File: src/hw/rtl/assert_macros.svh
// assertion macros shared by the rtl files of the display refresh core
// no dependencies; pulled in with an include by the files that assert
`ifndef ASSERT_MACROS_SVH
`define ASSERT_MACROS_SVH

// clocked assertion, muted while reset is held
`define ASSERT_CLK(lbl, clk, rst_n, prop, msg) \
    lbl: assert property (@(posedge clk) disable iff (!rst_n) prop) else $error(msg);

// clocked assertion without a reset guard
`define ASSERT_ALW(lbl, clk, prop, msg) \
    lbl: assert property (@(posedge clk) prop) else $error(msg);

`endif

File: src/hw/rtl/cldr_pkg.sv
// shared types and constants of the display refresh core
// no dependencies; imported by every module of the block
`timescale 1ns / 1ps
`default_nettype none

package cldr_pkg;

    // operation codes of an input item
    localparam logic [1:0] OP_CLEAR   = 2'd0;
    localparam logic [1:0] OP_PUT     = 2'd1;
    localparam logic [1:0] OP_LOCATE  = 2'd2;
    localparam logic [1:0] OP_REFRESH = 2'd3;

    // command kinds carried from front to back
    typedef logic [1:0] t_kind;
    localparam t_kind K_CLEAR   = 2'd0;
    localparam t_kind K_PUT     = 2'd1;
    localparam t_kind K_REFRESH = 2'd2;

    // configuration register indexes
    localparam logic REG_LINE0 = 1'b0;
    localparam logic REG_LINE1 = 1'b1;

    localparam logic [6:0] LINE0_RST = 7'd0;
    localparam logic [6:0] LINE1_RST = 7'd64;

    localparam logic [7:0] SPACE_CHAR = 8'h20;
    localparam logic [7:0] SET_ADDR   = 8'h80;

    // default geometry and queue depth
    localparam int DEF_ROWS = 2;
    localparam int DEF_COLS = 16;
    localparam int Q_DEPTH  = 4;

endpackage

`default_nettype wire

File: src/hw/rtl/cldr_front.sv
// front end: accepts items, tracks write position and dirty flag, queues commands
// depends on cldr_pkg
`timescale 1ns / 1ps
`default_nettype none

module cldr_front
    import cldr_pkg::*;
#(
    parameter int ROWS = DEF_ROWS,
    parameter int COLS = DEF_COLS,
    localparam int CELLS = ROWS * COLS,
    localparam int CELL_W = $clog2(CELLS),
    localparam int Q_W = 2 + CELL_W + 8
) (
    input  wire logic             i_clk,
    input  wire logic             i_rst_n,
    input  wire logic             i_valid,
    output logic                  o_ready,
    input  wire logic [1:0]       i_op,
    input  wire logic [7:0]       i_char_code,
    input  wire logic             i_row,
    input  wire logic [3:0]       i_col,
    input  wire logic             i_full,
    output logic                  o_push,
    output logic [Q_W-1:0]        o_push_data
);

    logic [CELL_W-1:0] r_wpos, n_wpos;
    logic              r_dirty, n_dirty;
    logic              accept;
    logic              in_range;
    logic [CELL_W-1:0] loc_pos;
    logic [CELL_W-1:0] next_pos;
    t_kind             kind;

    assign o_ready = !i_full;
    assign accept  = i_valid && o_ready;

    // locate target and range check
    assign in_range = (32'(i_row) < ROWS) && (32'(i_col) < COLS);
    assign loc_pos  = CELL_W'(i_row ? COLS : 0) + CELL_W'(i_col);
    assign next_pos = (r_wpos == CELL_W'(CELLS - 1)) ? '0 : r_wpos + CELL_W'(1);

    // classify the item and update position tracking
    always_comb begin
        n_wpos  = r_wpos;
        n_dirty = r_dirty;
        o_push  = 1'b0;
        kind    = K_CLEAR;
        if (accept) begin
            case (i_op)
                OP_CLEAR: begin
                    o_push  = 1'b1;
                    kind    = K_CLEAR;
                    n_wpos  = '0;
                    n_dirty = 1'b1;
                end
                OP_PUT: begin
                    o_push  = 1'b1;
                    kind    = K_PUT;
                    n_wpos  = next_pos;
                    n_dirty = 1'b1;
                end
                OP_LOCATE: begin
                    if (in_range) begin
                        n_wpos = loc_pos;
                    end
                end
                OP_REFRESH: begin
                    if (r_dirty) begin
                        o_push  = 1'b1;
                        kind    = K_REFRESH;
                        n_wpos  = '0;
                        n_dirty = 1'b0;
                    end
                end
                default: ;
            endcase
        end
    end

    assign o_push_data = {kind, r_wpos, i_char_code};

    always_ff @(posedge i_clk) begin
        if (!i_rst_n) begin
            r_wpos  <= '0;
            r_dirty <= 1'b0;
        end else begin
            r_wpos  <= n_wpos;
            r_dirty <= n_dirty;
        end
    end

endmodule

`default_nettype wire

File: src/hw/rtl/cldr_fifo.sv
// short command queue between front and back
// depends on cldr_pkg and assert_macros.svh
`timescale 1ns / 1ps
`default_nettype none
`include "assert_macros.svh"

module cldr_fifo
    import cldr_pkg::*;
#(
    parameter int W     = 8,
    parameter int DEPTH = Q_DEPTH,
    localparam int AW   = $clog2(DEPTH),
    localparam int CW   = $clog2(DEPTH + 1)
) (
    input  wire logic         i_clk,
    input  wire logic         i_rst_n,
    input  wire logic         i_push,
    input  wire logic [W-1:0] i_data,
    output logic              o_full,
    input  wire logic         i_pop,
    output logic              o_valid,
    output logic [W-1:0]      o_data
);

    logic [W-1:0]  r_mem [DEPTH];
    logic [AW-1:0] r_wr, r_rd;
    logic [CW-1:0] r_cnt;

    assign o_full  = (r_cnt == CW'(DEPTH));
    assign o_valid = (r_cnt != '0);
    assign o_data  = r_mem[r_rd];

    // entry storage
    always_ff @(posedge i_clk) begin
        if (i_push) begin
            r_mem[r_wr] <= i_data;
        end
    end

    // pointers and fill count
    always_ff @(posedge i_clk) begin
        if (!i_rst_n) begin
            r_wr  <= '0;
            r_rd  <= '0;
            r_cnt <= '0;
        end else begin
            if (i_push) begin
                r_wr <= (r_wr == AW'(DEPTH - 1)) ? '0 : r_wr + AW'(1);
            end
            if (i_pop) begin
                r_rd <= (r_rd == AW'(DEPTH - 1)) ? '0 : r_rd + AW'(1);
            end
            if (i_push && !i_pop) begin
                r_cnt <= r_cnt + CW'(1);
            end else if (i_pop && !i_push) begin
                r_cnt <= r_cnt - CW'(1);
            end
        end
    end

    `ASSERT_CLK(a_no_overflow, i_clk, i_rst_n, i_push |-> !o_full, "push into full queue")
    `ASSERT_CLK(a_no_underflow, i_clk, i_rst_n, i_pop |-> o_valid, "pop from empty queue")

endmodule

`default_nettype wire

File: src/hw/rtl/cldr_back.sv
// back end: frame and shadow stores, line registers and the refresh walker
// depends on cldr_pkg and assert_macros.svh
`timescale 1ns / 1ps
`default_nettype none
`include "assert_macros.svh"

module cldr_back
    import cldr_pkg::*;
#(
    parameter int ROWS = DEF_ROWS,
    parameter int COLS = DEF_COLS,
    localparam int CELLS = ROWS * COLS,
    localparam int CELL_W = $clog2(CELLS),
    localparam int COL_W = $clog2(COLS),
    localparam int Q_W = 2 + CELL_W + 8
) (
    input  wire logic           i_clk,
    input  wire logic           i_rst_n,
    input  wire logic           i_cfg_we,
    input  wire logic           i_cfg_idx,
    input  wire logic [6:0]     i_cfg_data,
    input  wire logic           i_q_valid,
    input  wire logic [Q_W-1:0] i_q_data,
    output logic                o_q_pop,
    output logic                o_valid,
    input  wire logic           i_ready,
    output logic                o_rs,
    output logic [7:0]          o_bus_byte,
    output logic                o_last
);

    // walker states
    localparam logic [2:0] B_IDLE = 3'd0;
    localparam logic [2:0] B_READ = 3'd1;
    localparam logic [2:0] B_CMP  = 3'd2;
    localparam logic [2:0] B_ADDR = 3'd3;
    localparam logic [2:0] B_DATA = 3'd4;
    localparam logic [2:0] B_EOL  = 3'd5;

    logic [2:0]        r_state, n_state;
    logic [CELL_W-1:0] r_idx, n_idx;
    logic [COL_W-1:0]  r_col, n_col;
    logic              r_line, n_line;
    logic              r_skip, n_skip;
    logic [7:0]        r_cell, n_cell;
    logic [6:0]        r_line0, r_line1;

    logic [7:0]        r_frame_mem [CELLS];
    logic [7:0]        r_shadow_mem [CELLS];
    logic [CELLS-1:0]  r_frame_vld, r_shadow_vld;
    logic [7:0]        r_frame_rd, r_shadow_rd;
    logic              r_frame_rd_v, r_shadow_rd_v;

    logic              r_out_vld;
    logic              r_out_rs;
    logic [7:0]        r_out_byte;
    logic              r_out_last;

    t_kind             q_kind;
    logic [CELL_W-1:0] q_addr;
    logic [7:0]        q_char;
    logic              frame_we, frame_clr, shadow_we;
    logic              out_load, out_rs, out_last;
    logic [7:0]        out_byte;
    logic              slot_free;
    logic [7:0]        frm_ch, shad;
    logic              changed, col_end, line_last;
    logic [6:0]        line_base;
    logic [7:0]        cell_addr, eol_addr;

    assign {q_kind, q_addr, q_char} = i_q_data;

    // effective cell values, unwritten entries read as spaces
    assign frm_ch    = r_frame_rd_v ? r_frame_rd : SPACE_CHAR;
    assign shad      = r_shadow_rd_v ? r_shadow_rd : SPACE_CHAR;
    assign changed   = (frm_ch != shad);
    assign col_end   = (r_col == COL_W'(COLS - 1));
    assign line_last = (r_line == 1'(ROWS - 1));
    assign line_base = r_line ? r_line1 : r_line0;
    assign cell_addr = SET_ADDR + {1'b0, line_base} + 8'(r_col);
    assign eol_addr  = SET_ADDR + {1'b0, (line_last ? r_line0 : r_line1)};
    assign slot_free = !r_out_vld || i_ready;

    // walker sequencer
    always_comb begin
        n_state   = r_state;
        n_idx     = r_idx;
        n_col     = r_col;
        n_line    = r_line;
        n_skip    = r_skip;
        n_cell    = r_cell;
        o_q_pop   = 1'b0;
        frame_we  = 1'b0;
        frame_clr = 1'b0;
        shadow_we = 1'b0;
        out_load  = 1'b0;
        out_rs    = 1'b0;
        out_byte  = eol_addr;
        out_last  = 1'b0;
        case (r_state)
            B_IDLE: begin
                if (i_q_valid) begin
                    o_q_pop = 1'b1;
                    case (q_kind)
                        K_CLEAR: frame_clr = 1'b1;
                        K_PUT:   frame_we  = 1'b1;
                        K_REFRESH: begin
                            n_idx   = '0;
                            n_col   = '0;
                            n_line  = 1'b0;
                            n_skip  = 1'b0;
                            n_state = B_READ;
                        end
                        default: ;
                    endcase
                end
            end
            B_READ: begin
                n_state = B_CMP;
            end
            B_CMP: begin
                if (changed) begin
                    shadow_we = 1'b1;
                    n_cell    = frm_ch;
                    n_state   = r_skip ? B_ADDR : B_DATA;
                end else begin
                    n_skip = 1'b1;
                    if (col_end) begin
                        n_state = B_EOL;
                    end else begin
                        n_idx   = r_idx + CELL_W'(1);
                        n_col   = r_col + COL_W'(1);
                        n_state = B_READ;
                    end
                end
            end
            B_ADDR: begin
                if (slot_free) begin
                    out_load = 1'b1;
                    out_byte = cell_addr;
                    n_skip   = 1'b0;
                    n_state  = B_DATA;
                end
            end
            B_DATA: begin
                if (slot_free) begin
                    out_load = 1'b1;
                    out_rs   = 1'b1;
                    out_byte = r_cell;
                    if (col_end) begin
                        n_state = B_EOL;
                    end else begin
                        n_idx   = r_idx + CELL_W'(1);
                        n_col   = r_col + COL_W'(1);
                        n_state = B_READ;
                    end
                end
            end
            B_EOL: begin
                if (slot_free) begin
                    out_load = 1'b1;
                    out_byte = eol_addr;
                    out_last = line_last;
                    if (line_last) begin
                        n_state = B_IDLE;
                    end else begin
                        n_line  = 1'b1;
                        n_col   = '0;
                        n_idx   = r_idx + CELL_W'(1);
                        n_skip  = 1'b0;
                        n_state = B_READ;
                    end
                end
            end
            default: n_state = B_IDLE;
        endcase
    end

    // control registers
    always_ff @(posedge i_clk) begin
        if (!i_rst_n) begin
            r_state <= B_IDLE;
            r_idx   <= '0;
            r_col   <= '0;
            r_line  <= 1'b0;
            r_skip  <= 1'b0;
        end else begin
            r_state <= n_state;
            r_idx   <= n_idx;
            r_col   <= n_col;
            r_line  <= n_line;
            r_skip  <= n_skip;
        end
    end

    always_ff @(posedge i_clk) begin
        r_cell <= n_cell;
    end

    // line address registers
    always_ff @(posedge i_clk) begin
        if (!i_rst_n) begin
            r_line0 <= LINE0_RST;
            r_line1 <= LINE1_RST;
        end else if (i_cfg_we) begin
            case (i_cfg_idx)
                REG_LINE0: r_line0 <= i_cfg_data;
                REG_LINE1: r_line1 <= i_cfg_data;
                default: ;
            endcase
        end
    end

    // frame and shadow memories, registered reads at the walk index
    always_ff @(posedge i_clk) begin
        if (frame_we) begin
            r_frame_mem[q_addr] <= q_char;
        end
        r_frame_rd <= r_frame_mem[r_idx];
    end

    always_ff @(posedge i_clk) begin
        if (shadow_we) begin
            r_shadow_mem[r_idx] <= frm_ch;
        end
        r_shadow_rd <= r_shadow_mem[r_idx];
    end

    // written flags per cell; a clear drops all frame flags at once
    always_ff @(posedge i_clk) begin
        if (!i_rst_n) begin
            r_frame_vld  <= '0;
            r_shadow_vld <= '0;
        end else begin
            if (frame_clr) begin
                r_frame_vld <= '0;
            end else if (frame_we) begin
                r_frame_vld[q_addr] <= 1'b1;
            end
            if (shadow_we) begin
                r_shadow_vld[r_idx] <= 1'b1;
            end
        end
    end

    always_ff @(posedge i_clk) begin
        r_frame_rd_v  <= r_frame_vld[r_idx];
        r_shadow_rd_v <= r_shadow_vld[r_idx];
    end

    // output register
    always_ff @(posedge i_clk) begin
        if (!i_rst_n) begin
            r_out_vld <= 1'b0;
        end else if (out_load) begin
            r_out_vld <= 1'b1;
        end else if (i_ready) begin
            r_out_vld <= 1'b0;
        end
    end

    always_ff @(posedge i_clk) begin
        if (out_load) begin
            r_out_rs   <= out_rs;
            r_out_byte <= out_byte;
            r_out_last <= out_last;
        end
    end

    assign o_valid    = r_out_vld;
    assign o_rs       = r_out_rs;
    assign o_bus_byte = r_out_byte;
    assign o_last     = r_out_last;

    `ASSERT_CLK(a_last_is_cmd, i_clk, i_rst_n, (o_valid && o_last) |-> !o_rs, "last on data byte")
    `ASSERT_CLK(a_cmp_rd, i_clk, i_rst_n, (r_state == B_CMP) |-> $past(r_state == B_READ), "no read")
    `ASSERT_CLK(a_pop_idle, i_clk, i_rst_n, o_q_pop |-> (r_state == B_IDLE), "pop mid refresh")

endmodule

`default_nettype wire

File: src/hw/rtl/char_lcd_diff_refresh_core.sv
// character display frame store with shadow copy and differential refresh
// items are taken one per cycle while the queue is not full; clear, put and refresh
// pass a four-entry queue; clear and put are done as popped; a refresh walks every
// cell with one read port per store, reading and comparing each and sending changed
// cells and address bytes; no queued item runs meanwhile; sync active-low reset;
// per-cell written flags make both stores read as spaces
`timescale 1ns / 1ps
`default_nettype none

module char_lcd_diff_refresh_core
    import cldr_pkg::*;
#(
    parameter int ROWS = DEF_ROWS,
    parameter int COLS = DEF_COLS,
    parameter int QDEPTH = Q_DEPTH
) (
    input  wire logic       i_clk,
    input  wire logic       i_rst_n,
    input  wire logic       i_valid,
    output logic            o_ready,
    input  wire logic [1:0] i_op,
    input  wire logic [7:0] i_char_code,
    input  wire logic       i_row,
    input  wire logic [3:0] i_col,
    output logic            o_valid,
    input  wire logic       i_ready,
    output logic            o_rs,
    output logic [7:0]      o_bus_byte,
    output logic            o_last,
    input  wire logic       i_cfg_we,
    input  wire logic       i_cfg_idx,
    input  wire logic [6:0] i_cfg_data
);

    localparam int CELL_W = $clog2(ROWS * COLS);
    localparam int Q_W = 2 + CELL_W + 8;

    logic           q_full, q_push, q_pop, q_valid;
    logic [Q_W-1:0] q_in, q_out;

    // item classification and position tracking
    cldr_front #(.ROWS(ROWS), .COLS(COLS)) u_front (
        .i_clk       (i_clk),
        .i_rst_n     (i_rst_n),
        .i_valid     (i_valid),
        .o_ready     (o_ready),
        .i_op        (i_op),
        .i_char_code (i_char_code),
        .i_row       (i_row),
        .i_col       (i_col),
        .i_full      (q_full),
        .o_push      (q_push),
        .o_push_data (q_in)
    );

    // command queue
    cldr_fifo #(.W(Q_W), .DEPTH(QDEPTH)) u_fifo (
        .i_clk   (i_clk),
        .i_rst_n (i_rst_n),
        .i_push  (q_push),
        .i_data  (q_in),
        .o_full  (q_full),
        .i_pop   (q_pop),
        .o_valid (q_valid),
        .o_data  (q_out)
    );

    // stores and refresh walker
    cldr_back #(.ROWS(ROWS), .COLS(COLS)) u_back (
        .i_clk      (i_clk),
        .i_rst_n    (i_rst_n),
        .i_cfg_we   (i_cfg_we),
        .i_cfg_idx  (i_cfg_idx),
        .i_cfg_data (i_cfg_data),
        .i_q_valid  (q_valid),
        .i_q_data   (q_out),
        .o_q_pop    (q_pop),
        .o_valid    (o_valid),
        .i_ready    (i_ready),
        .o_rs       (o_rs),
        .o_bus_byte (o_bus_byte),
        .o_last     (o_last)
    );

endmodule

`default_nettype wire

File: config.mk
export PLATFORM = sky130hd
export DESIGN_NAME = char_lcd_diff_refresh_core
export DESIGN_NICKNAME = d
export VERILOG_FILES = /design/src/hw/rtl/cldr_pkg.sv /design/src/hw/rtl/cldr_front.sv /design/src/hw/rtl/cldr_fifo.sv /design/src/hw/rtl/cldr_back.sv /design/src/hw/rtl/char_lcd_diff_refresh_core.sv
export VERILOG_INCLUDE_DIRS = /design/src /design/src/hw/rtl
export SDC_FILE = /design/constraint.sdc
export NUM_CORES = 1
export LEC_CHECK = 0
export ABC_AREA = 1
export BUFFER_PORTS_ARGS = -buffer_cell sky130_fd_sc_hd__buf_4
export CORE_ASPECT_RATIO = 0.5
export CORE_MARGIN = 2
export CORE_UTILIZATION = 52
export CTS_CLUSTER_DIAMETER = 30
export DETAILED_ROUTE_END_ITERATION = 16
export PLACE_DENSITY = 0.77
export RECOVER_POWER = 50
export SETUP_SLACK_MARGIN = 0.1
export SLEW_MARGIN = 40
export SYNTH_ARGS = -nofsm -noshare
export SYNTH_HDL_FRONTEND = slang
export SYNTH_SLANG_ARGS = --single-unit
File: constraint.sdc
create_clock -name i_clk -period 7.6 [get_ports i_clk]
set_clock_uncertainty 0.1 [all_clocks]
set_input_delay 1.52 -clock i_clk [delete_from_list [all_inputs] [get_ports i_clk]]
set_output_delay 1.52 -clock i_clk [all_outputs]
set_load 0.01 [all_outputs]
==> run_results.csv <==
group,metric,value,unit
routing,first_iter_violations,2563,
clocking,post_cts_buffers,0,
global_routing,grt_max_degree,111,
power,p_per_area,332.0,nW/um^2
final_layout,finish.utilization,0.6013,
sta,setup_tns,0,ns
die,die_h,170.6,um
clocking,cts.path.max_buffers,3,
final_layout,area_growth,13.11,%
placed_design,place_ws,3.797,ns
die,start_util,0.5316,
die,die_area,57510,um^2
sta,period_needed,5.154,ns
sta,finalSetupViolCount,0,
critical_path,worst-path-buf-inv,3,
die,num_rows,60,
critical_path,arrival,5.57,ns
hold_path,whs_endpoint,"u_back.r_shadow_vld[30]",
hold_path,hp-class,"reg -> reg",
critical_path,path_common_cell,"clkbuf_1",
sta,clock.fmax,194.0,MHz
synthesis,synth.area.top_cells,"edfxtp_1 (61%), dfxtp_1 (8.7%), o21ai_0 (6.0%)",
status,violations,"capacitance limit, slew limit",
synthesis,syn_inst,2531,
synthesis,ys_types,48,
synthesis,synth.top_cell.area_share,0.6140,
die,core,54280,um^2
critical_path,max_stage_delay,1.89,ns
clocking,clock-sinks,716,
clocking,postCtsHoldBufs,0,
critical_path,startpoint_type,"input port",
synthesis,avgSynthCellArea,11.40,um^2
clocking,numCtsBuffers,86,
power,ir_drop,0.1919,mV
critical_path,critPathTopFamily,"buffers and inverters",
global_routing,grt_overflow_total,0,
sta,worst_hold_slack,0.3608,ns
critical_path,worstPathRequired,8.02,ns
routing,wl_per_cell,20.41,um
global_routing,track_usage,0.2408,
clocking,clk_latency,0.64,ns
clocking,post_cts_resized,0,
routing,ant_nets,0,
hold_path,hold_path.startpoint,"u_back.r_shadow_vld[30]",
hold_path,whs_path_depth,2,
routing,wl,68750,um
clocking,cts_tree,"done",
critical_path,rr_endpoint,"u_back.r_frame_mem[6][4]",
critical_path,worstSetupEndpointType,"register",
clocking,clkTransAtPathRegs,0.06,ns
placed_design,placed_cells,3205,
synthesis,synth_nets,2583,
placed_design,gp_congestion,0.8870,
synthesis,syn_area,28860,um^2
routing,via_per_inst,5.846,
sta,relSlewSlack,-0.8154,
synthesis,seq_area_frac_synth,0.7014,
synthesis,ys_seq_elements,716,
sta,grt_setup_unrepaired,"no",
final_layout,num_antenna_cells,0,
critical_path,crit_slowest_cell,"clkbuf_1",
global_routing,grt_first_pass_wirelength,106900,um
sta,hold_viol_final,0,
global_routing,antenna_found_initial,0,
routing,drt_pass1_iterations,6,
critical_path,r2r_setup_slack,3.23,ns
status,status,"finished with violations",
critical_path,crit_chain,"clkbuf_1, inv_1, clkbuf_1, a21oi_1",
sta,timing.final.crit_share,0.6781,
routing,vias,19689,
sta,worst_pin_slew,2.723,ns
final_layout,drive_above_1_share,0.09985,
critical_path,crit_type,"in -> reg",
placed_design,hpwlAfterDp,39720,um
global_routing,grt_pass1_vias,19076,
die,die_w,337.1,um
final_layout,fin_nets,2602,
final_layout,final_cells,3368,
clocking,cts_root_buffer,"clkbuf_16",
routing,drc,0,
synthesis,synth_largest_area_cell,"edfxtp_1",
power,power_leakage,11.75,nW
clocking,htreeDepth,3,
flow_run,maxCapViolations,10,
placed_design,io_buffers,39,
critical_path,crit_path_max_fanout,41,
critical_path,rr_worst_depth,9,
die,ios,40,
sta,fin_ws,2.446,ns
sta,drv_slew,306,
synthesis,yosys_warnings,0,
## cells by family (layout without fill, tap and decap cells)
kind of cell / Yosys count / count (layout) / share of synthesized area
AO/OA/AOI/OAI: 649 / 649 / 0.1273
XOR/XNOR: 4 / 4 / 0.001214
adder cells (fa/ha/maj): 24 / 24 / 0.01093
buffers and inverters: 312 / 405 / 0.04314
flip-flops: 716 / 716 / 0.7014
multiplexers: 1 / 1 / 0.0003469
AND/OR/NAND/NOR: 825 / 825 / 0.1156
## metal layers
metal,vias up,track usage,part of all wire
met4,0,0.08734,0.030
met3,154,0.04624,0.092
met1,9520,0.3423,0.42
li1,9020,-,-
met5,-,0,0
met2,995,0.3726,0.46
## area by class of cell
class	instances	area (um^2)
fill	4070	21640
sequential	716	20250
multi-input combinational	1503	7437
clock buffer	95	2186
tap	744	930.9
clock inverter	67	721.9
inverter	174	663.1
timing repair buffer	69	451.7
## power by group
part           total [mW]  internal, mW  switching (mW)
combinational        1.91         0.455            1.45
clock                4.13          2.39            1.74
sequential           4.80          4.68           0.116
total                10.8          7.53            3.30
## cell usage in the layout, fill, tap and decap left out, drive strengths merged, types with 16 or more instances in the layout
master and count:
a21oi 82, a221oi 25, buf 43, clkbuf 121, clkinv 30, dfxtp 126
edfxtp 590, ha 22, inv 196, nand2 319, nand3 33, nor2 444
o21a 16, o21ai 358, o22ai 139
## cell usage after synthesis, drive strengths merged
master    n
a31oi     1
o21a     16
clkinv    2
nand3    33
xnor2     1
o211a     1
edfxtp  590
o311ai    3
o221ai    1
clkbuf   96
o22a      1
fa        2
a22o     13
a21oi    82
nand3b    1
a211oi    1
nor3     12
nand4    15
a221oi   25
o31ai     1
o21ai   358
a32oi     2
o22ai   139
nand2   319
ha       22
nor2    444
or2       1
inv     172
buf      42
a22oi     3
xor2      3
mux2i     1
dfxtp   126
o211ai    2
## sequential cells by signal, summed over array words and instances (netlist names), 32 cells and up, named ones only
register	flops
u_back.r_shadow_mem	256
u_back.r_frame_mem	256
u_back.r_shadow_vld	32
u_fifo.r_mem	60
u_back.r_frame_vld	32
## worst max-delay path by stage
stage | start | end | cells past startpoint
3_5_place_dp | i_op[0] | u_fifo.r_cnt[2] | 13
5_1_grt | i_rst_n | u_back.r_shadow_vld[13] | 4
2_1_floorplan | i_op[0] | u_fifo.r_cnt[2] | 12
3_3_place_gp | i_op[0] | u_fifo.r_mem[3][1] | 6
4_1_cts | u_back.r_idx[1] | u_back.r_frame_rd[6] | 9
6_report | i_rst_n | u_back.r_shadow_vld[13] | 4
## worst min-delay path: stages (launching register included)
cell and delay [ns]:
dfxtp_1 0.30, inv_1 0.06, a21oi_1 0.06
## metrics by stage
step | area, um^2 | power, mW
2_1_floorplan | 28860 | 6.091
3_3_place_gp | 29800 | 6.686
3_5_place_dp | 29890 | 6.788
4_1_cts | 32800 | 10.88
5_1_grt | 32640 | 11.21
6_report | 32640 | 10.83
Note: power is estimated with default switching activity, not from simulation.
